$ cat src/rtl/core/btn_deb_pkg.sv
`default_nettype none

package btn_deb_pkg;

   // Request kinds
   localparam logic [1:0] REQ_TICK  = 2'd0;
   localparam logic [1:0] REQ_START = 2'd1;
   localparam logic [1:0] REQ_STOP  = 2'd2;

   // Configuration register indexes
   localparam int unsigned CSR_IDX_W  = 3;
   localparam int unsigned CSR_DATA_W = 10;
   localparam logic [CSR_IDX_W-1:0] CSR_INVERT      = 3'd0;
   localparam logic [CSR_IDX_W-1:0] CSR_INTERVAL    = 3'd1;
   localparam logic [CSR_IDX_W-1:0] CSR_HIGH_THRESH = 3'd2;
   localparam logic [CSR_IDX_W-1:0] CSR_LOW_THRESH  = 3'd3;
   localparam logic [CSR_IDX_W-1:0] CSR_TOGGLE_EN   = 3'd4;

   // Register reset values
   localparam logic [9:0] INTERVAL_RST    = 10'd10;
   localparam logic [7:0] HIGH_THRESH_RST = 8'd223;
   localparam logic [7:0] LOW_THRESH_RST  = 8'd32;
   localparam logic [7:0] AVG_FULL        = 8'd255;

   // Debounce phase, one-hot
   typedef enum logic [3:0] {
      PH_RELEASED = 4'b0001,
      PH_DOWN     = 4'b0010,
      PH_PRESSED  = 4'b0100,
      PH_UP       = 4'b1000
   } phase_type;

   // Reported button state
   typedef enum logic [2:0] {
      ST_STOPPED  = 3'd0,
      ST_RELEASED = 3'd1,
      ST_DOWN     = 3'd2,
      ST_PRESSED  = 3'd3,
      ST_UP       = 3'd4
   } btn_state_type;

   // Event codes
   typedef enum logic [1:0] {
      EV_NONE    = 2'd0,
      EV_DOWN    = 2'd1,
      EV_PRESSED = 2'd2,
      EV_UP      = 2'd3
   } event_type;

endpackage

`default_nettype wire

$ cat src/rtl/core/button_debounce_fsm.sv
`default_nettype none

// A request transfer writes its result into the output register, which drives the result channel.
// Throughput: one request per cycle; the state update is a single registered pass.
// A result transfer frees the output register, so a new request can transfer in that
// same cycle; while a result waits, req_ready stays low.
// Reset (synchronous, active high): stopped, average 0, phase released, times 0,
// toggle 0, registers at their defaults, no result pending.
module button_debounce_fsm #(
   parameter int unsigned TIME_BITS = 32
) (
   input  wire                               clock,
   input  wire                               reset,
   // request channel
   input  wire                               req_valid,
   output logic                              req_ready,
   input  wire  [1:0]                        req_type,
   input  wire                               req_pin_level,
   // result channel
   output logic                              rsp_valid,
   input  wire                               rsp_ready,
   output logic [2:0]                        rsp_button_state,
   output logic [1:0]                        rsp_event_code,
   output logic [31:0]                       rsp_press_duration,
   output logic [31:0]                       rsp_pressed_time,
   output logic                              rsp_toggle_value,
   output logic                              rsp_toggle_changed,
   // configuration writes
   input  wire                               csr_we,
   input  wire  [btn_deb_pkg::CSR_IDX_W-1:0] csr_index,
   input  wire  [btn_deb_pkg::CSR_DATA_W-1:0] csr_wdata
);
   import btn_deb_pkg::*;

   // configuration
   logic                 invert_ff;
   logic [9:0]           interval_ff;
   logic [7:0]           high_thresh_ff;
   logic [7:0]           low_thresh_ff;
   logic                 toggle_en_ff;

   // block state
   logic                 running_ff,   running_in;
   logic [7:0]           avg_ff,       avg_in;
   phase_type            phase_ff,     phase_in;
   logic [TIME_BITS-1:0] now_ff,       now_in;
   logic [TIME_BITS-1:0] last_upd_ff,  last_upd_in;
   logic [TIME_BITS-1:0] press_st_ff,  press_st_in;
   logic                 toggle_ff,    toggle_in;

   // result register
   logic                 rsp_valid_ff;
   btn_state_type        state_ff,     state_in;
   event_type            event_ff,     event_in;
   logic [31:0]          duration_ff,  duration_in;
   logic [31:0]          held_ff,      held_in;
   logic                 changed_ff,   changed_in;

   // combinational helpers
   logic                 accept;
   logic                 level;
   logic [TIME_BITS-1:0] now_tick;
   logic [TIME_BITS-1:0] since_upd;
   logic                 upd_due;
   logic [9:0]           avg_sum;
   logic [7:0]           avg_new;
   logic                 above_high;
   logic                 below_low;
   logic [TIME_BITS-1:0] duration_t;
   logic [TIME_BITS-1:0] held_t;
   logic [63:0]          duration_w;
   logic [63:0]          held_w;

   // the output register frees up when its result is taken
   assign req_ready = !rsp_valid_ff || rsp_ready;
   assign accept    = req_valid && req_ready;

   assign level     = req_pin_level ^ invert_ff;
   assign now_tick  = now_ff + TIME_BITS'(1);
   assign since_upd = now_tick - last_upd_ff;
   assign upd_due   = running_ff && (since_upd > TIME_BITS'(interval_ff));

   // 3*avg + 255*level + 2 peaks at 1022, fits 10 bits
   assign avg_sum    = {2'b00, avg_ff} + {1'b0, avg_ff, 1'b0}
                     + (level ? {2'b00, AVG_FULL} : 10'd0) + 10'd2;
   assign avg_new    = avg_sum[9:2];
   assign above_high = avg_new > high_thresh_ff;
   assign below_low  = avg_new < low_thresh_ff;

   always_comb begin
      running_in  = running_ff;
      avg_in      = avg_ff;
      phase_in    = phase_ff;
      now_in      = now_ff;
      last_upd_in = last_upd_ff;
      press_st_in = press_st_ff;
      toggle_in   = toggle_ff;
      event_in    = EV_NONE;
      duration_t  = '0;
      changed_in  = 1'b0;

      case (req_type)
         REQ_TICK: begin
            // clock runs even while stopped
            now_in = now_tick;
            if (upd_due) begin
               last_upd_in = now_tick;
               avg_in      = avg_new;
               // first matching check wins: down, pressed, up, released
               case (phase_ff)
                  PH_RELEASED: begin
                     if (above_high) begin
                        press_st_in = now_tick;
                        phase_in    = PH_DOWN;
                        event_in    = EV_DOWN;
                        if (toggle_en_ff) begin
                           toggle_in  = !toggle_ff;
                           changed_in = 1'b1;
                        end
                     end
                  end
                  PH_DOWN: begin
                     if (above_high) begin
                        phase_in = PH_PRESSED;
                        event_in = EV_PRESSED;
                     end else if (below_low) begin
                        phase_in   = PH_UP;
                        event_in   = EV_UP;
                        duration_t = now_tick - press_st_ff;
                     end
                  end
                  PH_PRESSED: begin
                     if (below_low) begin
                        phase_in   = PH_UP;
                        event_in   = EV_UP;
                        duration_t = now_tick - press_st_ff;
                     end
                  end
                  PH_UP: begin
                     if (below_low) begin
                        phase_in = PH_RELEASED;
                     end
                  end
                  default: ;
               endcase
            end
         end
         REQ_START: begin
            // average snaps to the full-scale pin level
            avg_in     = level ? AVG_FULL : 8'd0;
            running_in = 1'b1;
         end
         REQ_STOP: begin
            running_in = 1'b0;
         end
         default: ;
      endcase

      // held time follows the post-update phase, also while stopped
      held_t = (phase_in == PH_PRESSED) ? (now_in - press_st_in) : '0;

      if (!running_in) begin
         state_in = ST_STOPPED;
      end else begin
         case (phase_in)
            PH_RELEASED: state_in = ST_RELEASED;
            PH_DOWN:     state_in = ST_DOWN;
            PH_PRESSED:  state_in = ST_PRESSED;
            PH_UP:       state_in = ST_UP;
            default:     state_in = ST_STOPPED;
         endcase
      end
   end

   // reported times are the low 32 bits of the time base
   assign duration_w  = 64'(duration_t);
   assign held_w      = 64'(held_t);
   assign duration_in = duration_w[31:0];
   assign held_in     = held_w[31:0];

   // configuration registers
   always_ff @(posedge clock) begin
      if (reset) begin
         invert_ff      <= 1'b0;
         interval_ff    <= INTERVAL_RST;
         high_thresh_ff <= HIGH_THRESH_RST;
         low_thresh_ff  <= LOW_THRESH_RST;
         toggle_en_ff   <= 1'b0;
      end else if (csr_we) begin
         case (csr_index)
            CSR_INVERT:      invert_ff      <= csr_wdata[0];
            CSR_INTERVAL:    interval_ff    <= csr_wdata[9:0];
            CSR_HIGH_THRESH: high_thresh_ff <= csr_wdata[7:0];
            CSR_LOW_THRESH:  low_thresh_ff  <= csr_wdata[7:0];
            CSR_TOGGLE_EN:   toggle_en_ff   <= csr_wdata[0];
            default: ;
         endcase
      end
   end

   // block state, advanced on each request transfer
   always_ff @(posedge clock) begin
      if (reset) begin
         running_ff  <= 1'b0;
         avg_ff      <= 8'd0;
         phase_ff    <= PH_RELEASED;
         now_ff      <= '0;
         last_upd_ff <= '0;
         press_st_ff <= '0;
         toggle_ff   <= 1'b0;
      end else if (accept) begin
         running_ff  <= running_in;
         avg_ff      <= avg_in;
         phase_ff    <= phase_in;
         now_ff      <= now_in;
         last_upd_ff <= last_upd_in;
         press_st_ff <= press_st_in;
         toggle_ff   <= toggle_in;
      end
   end

   // result valid
   always_ff @(posedge clock) begin
      if (reset) begin
         rsp_valid_ff <= 1'b0;
      end else if (accept) begin
         rsp_valid_ff <= 1'b1;
      end else if (rsp_ready) begin
         rsp_valid_ff <= 1'b0;
      end
   end

   // result payload
   always_ff @(posedge clock) begin
      if (accept) begin
         state_ff    <= state_in;
         event_ff    <= event_in;
         duration_ff <= duration_in;
         held_ff     <= held_in;
         changed_ff  <= changed_in;
      end
   end

   assign rsp_valid          = rsp_valid_ff;
   assign rsp_button_state   = state_ff;
   assign rsp_event_code     = event_ff;
   assign rsp_press_duration = duration_ff;
   assign rsp_pressed_time   = held_ff;
   assign rsp_toggle_value   = toggle_ff;
   assign rsp_toggle_changed = changed_ff;

   // every request transfer leaves a result pending
   a_result_follows: assert property (@(posedge clock) disable iff (reset)
      accept |=> rsp_valid)
      else $error("no result after request transfer");

   // a toggle flip only comes with a down event
   a_toggle_on_down: assert property (@(posedge clock) disable iff (reset)
      (rsp_valid && rsp_toggle_changed) |-> (rsp_event_code == EV_DOWN))
      else $error("toggle flipped without down event");

   // a duration is only reported with an up event
   a_duration_on_up: assert property (@(posedge clock) disable iff (reset)
      (rsp_valid && rsp_press_duration != 32'd0) |-> (rsp_event_code == EV_UP))
      else $error("press duration without up event");

   // events only happen while running
   a_event_running: assert property (@(posedge clock) disable iff (reset)
      (rsp_valid && rsp_event_code != EV_NONE) |-> (rsp_button_state != ST_STOPPED))
      else $error("event reported while stopped");

   // held time only while pressed (or hidden under stopped)
   a_held_pressed: assert property (@(posedge clock) disable iff (reset)
      (rsp_valid && rsp_pressed_time != 32'd0)
         |-> (rsp_button_state == ST_PRESSED || rsp_button_state == ST_STOPPED))
      else $error("pressed time outside pressed state");

endmodule

`default_nettype wire
$ cat config.mk
export PLATFORM = sky130hd
export DESIGN_NAME = button_debounce_fsm
export DESIGN_NICKNAME = d
export VERILOG_FILES = /design/src/rtl/core/btn_deb_pkg.sv /design/src/rtl/core/button_debounce_fsm.sv
export SDC_FILE = /design/constraint.sdc
export NUM_CORES = 1
export LEC_CHECK = 0
export BUFFER_PORTS_ARGS = -buffer_cell sky130_fd_sc_hd__buf_4
export CAP_MARGIN = 20
export CELL_PAD_IN_SITES_DETAIL_PLACEMENT = 0
export CELL_PAD_IN_SITES_GLOBAL_PLACEMENT = 1
export CORE_ASPECT_RATIO = 0.75
export CORE_UTILIZATION = 35
export CTS_CLUSTER_DIAMETER = 30
export DETAILED_ROUTE_END_ITERATION = 12
export GPL_TIMING_DRIVEN = 0
export HOLD_SLACK_MARGIN = 0.12
export PLACE_DENSITY_LB_ADDON = 0.25
export SYNTH_ARGS = -nofsm -noshare
export SYNTH_HDL_FRONTEND = slang
export SYNTH_SLANG_ARGS = --single-unit
export TNS_END_PERCENT = 5
$ cat constraint.sdc
create_clock -name clock -period 16.7 [get_ports clock]
set_input_delay 1.67 -clock clock [delete_from_list [all_inputs] [get_ports clock]]
set_output_delay 1.67 -clock clock [all_outputs]
set_load 0.05 [all_outputs]
**Word-level counts from Yosys, hierarchy flattened**

Cells that the tools add are included.

- Add/subtract/negate cells: 7
- $lt $le $gt $ge: 3
- Equality and inequality tests: 15
- Mux-type cells: 28
- Bitwise logic cells: 1
- Reduce and logical (&&, ||, !) cells: 19

Operators by type and width:

| kind | count |
|---|---|
| 2-to-1 mux 32 bit | 7 |
| subtractor 32 bit | 3 |
| case mux 32 bit (2 select lines) | 1 |
| adder 32 x 1 -> 32 bit, second input constant | 1 |
| > comparator 32 x 10 -> 1 bit | 1 |
| 2-to-1 mux 4 bit | 6 |
| 2-to-1 mux 8 bit | 3 |
| case mux 4 bit (4 select lines) | 1 |
| case mux 8 bit (2 select lines) | 1 |
| case mux 3 bit (4 select lines) | 1 |
| AND reduction 2 bit | 6 |
| adder 10 x 2 -> 10 bit, second input constant | 1 |
| adder 10 x 8 -> 10 bit | 1 |
| adder 8 x 9 -> 10 bit | 1 |
| equality test 4 x 1 -> 1 bit, second input constant | 2 |
| equality test 4 x 2 -> 1 bit, second input constant | 2 |
| equality test 4 x 3 -> 1 bit, second input constant | 2 |
| equality test 4 bit, second input constant | 2 |
| > comparator 8 bit | 1 |
| less-than comparator 8 bit | 1 |
| equality test 3 x 2 -> 1 bit, second input constant | 2 |
| case mux 2 bit (3 select lines) | 1 |
| AND reduction 3 bit | 2 |
| AND reduction 6 bit | 1 |
| 16 further kinds | 23 |

- Bits in registers: 209
- Bits of input ports: 21

**Logic depth before layout (Yosys ltp)**

- Depth after elaboration: 12
- Gate-level depth with buffers: 49

**Least setup slack after synthesis**

No wires, ideal clock.

- Path type: input -> register
- From: input req_pin_level
- To: register held_ff[31] (netlist: rsp_pressed_time[31]), data pin
- Library setup time: 0.147 ns
- Data arrival time: 9.872 ns
- Data required time: 16.553 ns
- Path slack: 6.681 ns
- Stages on the path: 48
- Buffers on the path: 3
- Cells stage by stage: xor2_1 -> inv_1 -> fa_1 -> inv_1 -> ha_1 -> nor2b_1 -> nor2_1 -> nor2b_1 -> nor2_1 -> nor2b_1 -> nor2_1 -> nor2b_1 -> nor2_1 -> nor2b_1 -> o21a_1 -> o21a_1 -> or2_2 -> ha_1 -> [12 not listed] -> nor2b_1 -> o21ai_0 -> a21oi_1 -> o21ai_0 -> a21boi_0 -> o21ai_0 -> a21boi_0 -> o21ai_0 -> nor2b_1 -> nor4_1 -> a311oi_2 -> o21ai_2 -> a211oi_1 -> o32ai_2 -> a31oi_4 -> a211oi_1 -> or3_1 -> a21oi_1

- Word-level cells in the longest chain between the ends: 11

RTL lines:

| what | line | text |
|---|---|---|
| start: declaration | button_debounce_fsm.sv:18 | `input wire req_pin_level,` |
| bitwise XOR 1 bit (*) | button_debounce_fsm.sv:78 | `assign level = req_pin_level ^ invert_ff;` |
| 2-to-1 mux 8 bit (*) | button_debounce_fsm.sv:85 | `+ (level ? {2'b00, AVG_FULL} : 10'd0) + 10'd2;` |
| adder 10 x 8 -> 10 bit (*) | button_debounce_fsm.sv:85 |  |
| adder 10 x 2 -> 10 bit (*) | button_debounce_fsm.sv:85 |  |
| parallel branches: the longest is 7 deep, another holds subtractor 32 bit | - |  |
| end signal: assignment | button_debounce_fsm.sv:239 | `held_ff <= held_in;` |
| end: declaration | button_debounce_fsm.sv:56 | `logic [31:0] held_ff, held_in;` |

Every way passes the cells marked *.
A chain may end at the register's enable or synchronous reset.

**Worst setup path after layout**

- From: register now_ff[1]
- To: register held_ff[31] (netlist: rsp_pressed_time[31]), data pin

- Word-level cells in the longest chain between the ends: 7

RTL lines:

| what | line | text |
|---|---|---|
| start: declaration | button_debounce_fsm.sv:46 | `logic [TIME_BITS-1:0] now_ff, now_in;` |
| start signal: assignment | button_debounce_fsm.sv:215 | `now_ff <= now_in;` |
| adder 32 x 1 -> 32 bit (*) | button_debounce_fsm.sv:79 | `assign now_tick = now_ff + TIME_BITS'(1);` |
| net now_tick[18] | button_debounce_fsm.sv:62 | `logic [TIME_BITS-1:0] now_tick;` |
| subtractor 32 bit | button_debounce_fsm.sv:80 | `assign since_upd = now_tick - last_upd_ff;` |
| > comparator 32 x 10 -> 1 bit | button_debounce_fsm.sv:81 | `assign upd_due = running_ff && (since_upd > TIME_BITS'(interval_ff));` |
| logical AND 1 bit | button_debounce_fsm.sv:81 |  |
| 2-to-1 mux 32 bit or 2-to-1 mux 4 bit (tied branches) | button_debounce_fsm.sv:106 | `if (upd_due) begin` |
| 2-to-1 mux 32 bit or 2-to-1 mux 4 bit (tied branches) | button_debounce_fsm.sv:102 | `case (req_type)` |
| subtractor 32 bit or equality test 4 x 3 -> 1 bit (tied branches) | button_debounce_fsm.sv:160 | `held_t = (phase_in == PH_PRESSED) ? (now_in - press_st_in) : '0;` |

Mark *: on every way through the listed nets, which the timed path passes. The rest lies on a longest branch.

==> results.cfg <==
[detailed_routing]
viasPerCell = 5.16
route.detailed.wl_per_inst_microns = 17.8
drt_iter0_drc = 982
antenna_left = 0
first_pass_iters = 5
wl_microns = 48400
drc = 0
vias = 14000

[sta]
finalCritPeriodShare_pct = 72.0
slew_viol_final = 0
slew_headroom_pct = 22.0
rsz0062_at_grt = no
finalSetupViolCount = 0
hold_violations = 0
min_period_ps = 12020
fmax_ghz = 0.0832
fin_skew_ps = 24.4
setup_ws_ps = 4680
final.setup.tns_ps = 0
worst_pin_slew_ps = 1170

[worst_setup_path]
worstPathRequired_ps = 17100
worst_setup_path_end_kind = flip-flop
slowest_stage = clkbuf_1
path_max_fanout = 10
path_class = flip-flop to flip-flop
arrival_ps = 12420
critPathTopFamily = compound AO/OA/AOI/OAI gates
crit_buf_inv = 6
max_stage_delay_ps = 540
start_kind = flip-flop

[place]
place.gp.congestion = 0.881
pre_cts_ws_ps = 4340
dp_hpwl_microns = 38200
port_buffers = 92

[floorplan]
start_util_pct = 35.6
io_pins = 94
die_x_microns = 245
die_y_microns = 184
placementRows = 66
core_area_sq_um = 43500
dieArea_sq_um = 45100

[clock_tree]
cts_setup_buffers = 0
insertion_delay_ps = 580
cts_tree = done
cts_buffers = 51
post_cts_resized = 0
clk_pin_slew_ps = 50
cts_hold_buf = 0
cts_root_buf = clkbuf_16
clk_path_buf_depth = 3
cts_num_sinks = 209
cts-htree-levels = 2

[power]
seqPwrFrac_pct = 30.4
intPower_uw = 1280
p_sw_share_pct = 27.9
cellLeakagePower_uw = 0.00787
p_comb_share_pct = 14.3
vdd_drop_max_mv = 0.0732
p_per_area_nw_per_um2 = 95.4
p_sw_uw = 498
clockPowerShare_pct = 55.2

[synthesis]
ys_ff_latch = 209
synth_nets = 2089
syn_area_sq_um = 15500
avgSynthCellArea_sq_um = 7.97
postSynth.asyncResetShare_pct = 0
synth_warnings = 0
synth-edff-count = 70
synthFlopType = dfxtp_1
seq_area_frac_synth_pct = 31.5
synthCells = 1944
synth.distinct_cells = 93

[status]
status = finished clean

[global_routing]
antenna_found_initial = 0
first_global_vias = 13200
grt_max_degree = 42
grt-ovfl-total = 0
grt_usage_pct = 21.8
grt_first_pass_wirelength_microns = 76200

[finish]
fin_util_pct = 42.9
layout-drive-gt1-share_pct = 11.4
diodes = 0
syn_to_final_growth_pct = 20.5
nets = 2236

[job]
drv_cap = 0

[hold_path]
min_path_type = flip-flop to flip-flop
power groups by stage:
stage	combinational, uW	clock (uW)	sequential, uW
2_1_floorplan	153	0	580
3_3_place_gp	250	0	553
3_5_place_dp	254	0	552
4_1_cts	256	1000	543
5_1_grt	281	1030	544
6_report	255	985	543
logic make-up after synthesis:
family                     count (synthesis)  synth area share, %
xor gates and xnor gates                 158                 8.93
adders and majority gates                126                 10.6
muxes                                     34                 2.23
buffers and inverters                    262                 6.71
DFF                                      209                 31.5
and+or+nand+nor                          719                 21.9
AOI/OAI and AO/OA                        436                 18.2
area by class of cell:
type                    instances  area, sq um
fillers                      4433        24800
clock buffers                  59         1370
clock inverters                36          355
flip-flops and latches        209         4880
repair buffers                 94          731
well taps                     578          723
inverters                     171          642
multi-input cells            1473         9570
plain buffers                  91          399
placed cells by master (no fill, tap or decap), types with 7 or more instances in the layout:
cell and n:
nor2_1 252, nand2_1 202, inv_1 171, dfxtp_1 139
a21oi_1 135, ha_1 115, buf_4 97, xnor2_1 94
o21ai_0 93, edfxtp_1 70, clkbuf_1 67, xor2_1 64
clkbuf_16 53, a211oi_1 42, nor3_1 36, nand3_1 35
mux2i_1 33, nand4_1 29, and3_1 29, nor2b_1 23
nand2b_1 22, o21a_1 21, a21o_1 19, or3_1 18
buf_2 13, and2_1 13, clkinv_4 13, a31oi_1 11
nand3b_1 11, a21boi_0 11, o21bai_1 10, o211ai_1 10
fa_1 9, or2_2 8, clkinvlp_4 8, clkinv_2 8
o22ai_1 7, buf_1 7
flip-flops by register name (all words and copies together), names as in the netlist, 2 cells and up:
signal,cells
rsp_button_state,3
last_upd_ff,32
interval_ff,10
rsp_event_code,2
low_thresh_ff,8
avg_ff,8
phase_ff,4
rsp_pressed_time,32
press_st_ff,32
rsp_press_duration,32
now_ff,32
high_thresh_ff,8
layer usage:
layer	GRT usage, %	up-vias	share of wire [%]
met5	0	-	0
met4	5.25	0	1.4
met3	2.66	51	4.5
met2	31.2	308	40
met1	34.0	6555	54
li1	-	7065	-
Yosys cell counts, drive strengths merged (4+ instances only):
library cell  instances  share of area [%]
nor2                254                6.2
nand2               203                4.9
inv                 171                4.1
dfxtp               139                 18
a21oi               137                4.5
ha                  115                9.3
o21ai               101                3.3
xnor2                94                5.3
edfxtp               70                 14
xor2                 64                3.6
clkbuf               63                1.5
a211oi               43                2.1
nor3                 39                1.4
nand3                36                1.2
mux2i                33                2.1
nand4                30                1.3
and3                 29                1.2
buf                  28                1.0
nor2b                23               0.93
nand2b               22               0.89
o21a                 21                1.0
a21o                 20                1.0
or3                  18               0.73
and2                 13               0.52
a21boi               12               0.58
a31oi                12               0.58
nand3b               11               0.53
o211ai               10               0.48
o21bai               10               0.48
fa                    9                1.2
or2                   9               0.36
o22ai                 7               0.28
a311oi                6               0.38
a41oi                 6               0.39
and4                  6               0.36
nor3b                 6               0.32
nor4b                 6               0.34
o31ai                 6               0.29
nor4                  5               0.24
a211o                 4               0.23
a31o                  4               0.23
a41o                  4               0.26
o2111ai               4               0.23
worst register-to-register path: cells and delay by family, from the launching register on:
family                   cells  cell delay, ps
buffers and inverters        6            2250
flip-flops                   1             420
multiplexers                 1             260
AND/OR/NAND/NOR             15            3420
XOR/XNOR                     1             400
adder cells (fa/ha/maj)      3             900
AO/OA/AOI/OAI               19            4210
per-stage QoR:
step                      power [uW]  area, sq um  hold slack [ps]  std cells
after floorplan                  733        15500              434       1944
after global placement           804        16900              442       2614
after detailed placement         806        17000              448       2616
after CTS                       1800        18700              453       2711
after global routing            1850        18700              475       2711
final                           1780        18700              453       2711
final timing paths:
check        cells after the start  slack (ps)      startpoint                   end
max reg2reg                     45        4680       now_ff[1]  rsp_pressed_time[31]
max                             45        4680       now_ff[1]  rsp_pressed_time[31]
min                              2         450  interval_ff[2]        interval_ff[2]
min reg2reg                      2         450  interval_ff[2]        interval_ff[2]
Note: power is estimated with default switching activity, not from simulation.
